**src/rtl/loim_pkg.sv**
```systemverilog
// shared types and constants of the linear ordering insertion-move engine
package loim_pkg;

  // fixed field widths
  localparam int OBJ_W     = 48;
  localparam int ID_W      = 6;
  localparam int CMD_W     = 3;
  localparam int SIZE_W    = 7;
  localparam int PDATA_W   = 32;
  localparam int PADDR_W   = 2;

  // command codes
  localparam logic [CMD_W-1:0] CMD_WR_WEIGHT = 3'd0;
  localparam logic [CMD_W-1:0] CMD_WR_PERM   = 3'd1;
  localparam logic [CMD_W-1:0] CMD_OBJECTIVE = 3'd2;
  localparam logic [CMD_W-1:0] CMD_MOVE      = 3'd3;
  localparam logic [CMD_W-1:0] CMD_READ      = 3'd4;

  // register byte address
  localparam logic [PADDR_W-1:0] ADDR_ACTIVE_SIZE = 2'd0;

  // reset value of the active size register
  localparam logic [SIZE_W-1:0] ACTIVE_SIZE_RST = 7'd64;

  // control of the shared accumulator
  typedef struct packed {
    logic clear;
    logic en;
    logic sub;
    logic sel_obj;
  } alu_ctl_t;

endpackage

```
**src/rtl/loim_alu.sv**
```systemverilog
// shared 48-bit add/subtract accumulator for objective and gain sums
module loim_alu import loim_pkg::*; #(
  parameter int WEIGHT_BITS = 32
) (
  input  logic                   clk,
  input  alu_ctl_t               ctl,
  input  logic [WEIGHT_BITS-1:0] weight,
  input  logic [OBJ_W-1:0]       objective,
  output logic [OBJ_W-1:0]       acc
);

  logic [OBJ_W-1:0] operand;
  logic [OBJ_W-1:0] sum;

  // operand select: sign-extended weight or stored objective
  always_comb begin
    if (ctl.sel_obj) begin
      operand = objective;
    end else begin
      operand = {{(OBJ_W-WEIGHT_BITS){weight[WEIGHT_BITS-1]}}, weight};
    end
    sum = ctl.sub ? (acc - operand) : (acc + operand);
  end

  // accumulator register
  always_ff @(posedge clk) begin
    if (ctl.clear) begin
      acc <= '0;
    end else if (ctl.en) begin
      acc <= sum;
    end
  end

endmodule

```
**config.mk**
```make
export PLATFORM = sky130hd
export DESIGN_NAME = loim_alu
export DESIGN_NICKNAME = d
export VERILOG_FILES = /design/src/rtl/loim_pkg.sv /design/src/rtl/loim_alu.sv
export SDC_FILE = /design/constraint.sdc
export NUM_CORES = 1
export LEC_CHECK = 0
export ABC_CLOCK_PERIOD_IN_PS = 6000
export BUFFER_PORTS_ARGS = -buffer_cell sky130_fd_sc_hd__buf_2
export CORE_MARGIN = 8
export CORE_UTILIZATION = 50
export CTS_CLUSTER_DIAMETER = 100
export DETAILED_ROUTE_END_ITERATION = 7
export GPL_ROUTABILITY_DRIVEN = 0
export PLACE_DENSITY = 0.77
export SLEW_MARGIN = 20
export SYNTH_ARGS = -nofsm -noshare
export SYNTH_HDL_FRONTEND = slang
export SYNTH_SLANG_ARGS = --single-unit
```
**constraint.sdc**
```tcl
create_clock -name clk -period 6 [get_ports clk]
set_input_delay 1.2 -clock clk [delete_from_list [all_inputs] [get_ports clk]]
set_output_delay 1.2 -clock clk [all_outputs]
set_load 0.005 [all_outputs]
```
==> results.cfg <==
[layout]
final_layout_size_suffix_gt1_frac = 0.207
syn_to_final_growth_pct = 16.5
fin_util = 0.586
registers.top_by_ff_count = acc
largest_reg_flops = 48
antenna_cells = 0
design_area_mm2 = 0.00728
reg_top3 = acc: 48 flops
layout.nets = 1087

[timing]
period_needed_ps = 5470
timing_hold_violations_final = 0
finClkSkew_ps = 8.89
relSlewSlack = 0.355
report.final.slew_viol_count = 0
setup_ws_ps = 530
setup_viol_count_final = 0
fin_crit_sh = 0.912
finalSetupTns_ps = 0
grt_setup_unrepaired = false
fmax_ghz = 0.183
tightestPinTransition_ps = 964

[clock_network]
cts_tree = built
holdBufCountCts = 0
cts.sinks = 48
cts_buffers = 5
clock_latency_ps = 310
cts_root_buffer = clkbuf_16
clk_path_buf_depth = 2
cts_max_level = 2
clkTransAtPathRegs_ps = 80

[setup_path]
critical_path_class = input port to flop
critPathBufInv = 2
crit_chain = buf_4 > nor3b_1 > o22ai_2 > nor4_4 > nand3_2 > o21bai_1 > nor2_1 > a21oi_1 > xor2_1 > a21oi_1 > ha_1 > nand4_1 > inv_1 > a221oi_1 > and2_1 > nand4b_1 > nand2_1 > o21ai_0 > xnor2_1 > a21oi_1 > a31o_1
cpMaxStageDelayCell = nor4_4
arrival_ps = 5680
worstPathRequired_ps = 6210
worst_setup_path_end_kind = flop
crit_family = simple AND/OR/NAND/NOR gates
cp_max_fo = 28
crit_top_cell = a21oi_1
cpPeakStageDelay_ps = 480
crit_path_start_kind = input port

[status]
status = completed

[logic_synthesis]
synth_top_cells_by_area = dfxtp_1, ha_1, a21oi_1
synth_top_area_cell = dfxtp_1
synth.most_common_cell = nor2_1
syn_inst = 839
synth_fp_nets = 974
synth_edf_count = 0
netlist.area_leader.share = 0.154
ys_warn_count = 0
ys.flop_type = dfxtp_1
synthesis.area_mm2 = 0.00625
synth_common_cells = nor2_1, a21oi_1, ha_1
avgSynthCellArea_um2 = 7.45
synth_seq_cells = 48
async_flop_share = 0
seq_area_frac_synth = 0.154
netlist-cell-type-count = 87

[grt]
track_usage = 0.237
grt_pass1_vias = 6562
antenna_found_initial = 0
gr-total-overflow = 0
grt_max_degree = 44
grt_pass1_wl_mm = 31.7

[drt]
wirelength_mm = 19.4
drtPass1Iterations = 5
drc = 0
drt_first_iter_violations = 442
via_count = 6786
postRouteAntennaNets = 0
routedWlPerCell_um = 17.3
vias_per_cell = 6.03

[placed_design]
dp_hpwl_mm = 15.5
dpl_worst_slack_ps = 223
placedInstanceArea_mm2 = 0.00710
numPortBuffers = 132

[pwr]
p_per_area_mw_per_mm2 = 305
finalPower_mw = 2.22
ir_drop_uv = 182
leakage_nw = 3.35

[hold_path]
hp-class = flop to flop

[floorplanning]
die_w_um = 128
rows = 41
pin_count = 133
die_h_um = 128
start_util = 0.503
die-area_mm2 = 0.0163
core_mm2 = 0.0124

[flow_run]
maxCapViolations = 0
==> metal layers <==
layer  vias to the layer above  GRT usage  share of wire
met1                      3129      0.290           0.43
met5                         -          0              0
met4                         0      0.109          0.038
li1                       3322          -              -
met2                       280      0.388           0.45
met3                        55     0.0512          0.076
==> cell families after synthesis <==
| logic type | count (synthesis) | synth area share |
|---|---|---|
| xor gates and xnor gates | 82 | 0.116 |
| adders and majority gates | 50 | 0.101 |
| AOI/OAI and AO/OA | 287 | 0.311 |
| and+or+nand+nor | 269 | 0.216 |
| DFF | 48 | 0.154 |
| buffers and inverters | 68 | 0.0452 |
| muxes | 35 | 0.0569 |
==> layout by cell type (no fill, tap or decap), types with 10 or more instances in the layout <==
cell        n
nand3_1    10
nand2b_1   19
ha_1       49
buf_4      17
nor2_1    106
inv_1      23
a22o_1     12
xnor2_1    37
buf_2     131
nand4_1    12
nand2_1    37
dfxtp_1    48
a31oi_1    18
mux2i_1    30
a21oi_1    94
a21o_1     24
o21ai_0    46
xor2_1     44
nor3_1     29
==> report_power, final <==
part / internal (mW) / switching [mW] / leakage [nW]
clock: 0.199 / 0.143 / 0.0804
combinational: 0.616 / 0.782 / 2.88
sequential: 0.404 / 0.0775 / 0.397
total: 1.22 / 1.00 / 3.35
==> cell type report <==
class / count / area (µm²)
inverters: 25 / 93.8
fillers: 1194 / 5140
flip-flops and latches: 48 / 961
clock inverters: 3 / 46.3
repair buffers: 149 / 803
multi-input cells: 723 / 5030
well taps: 172 / 215
clock buffers: 5 / 125
==> per-stage QoR <==
stage / hold slack, ps / cells
3_5_place_dp: 484 / 1116
4_1_cts: 495 / 1124
3_3_place_gp: 478 / 1116
2_1_floorplan: 484 / 839
6_report: 495 / 1125
5_1_grt: 527 / 1125
==> path summary, 6_finish.rpt <==
check          from       to  slack, ps  cells past startpoint
max          ctl[0]  acc[47]        530                     21
min          acc[0]   acc[0]        490                      2
max reg2reg  acc[0]  acc[46]       2780                     13
min reg2reg  acc[0]   acc[0]        490                      2
==> worst min-delay path, stage by stage, from the launching register on <==
cell and delay (ps):
dfxtp_1 320, nor2_1 80, a211oi_1 40
==> timing repair <==
action                                 CTS  global route
resized for setup                        0             0
buffers inserted                         0             1
endpoints found under the hold margin    0             0
setup endpoints to repair                0             1
Power figures use the tool's default switching activity.
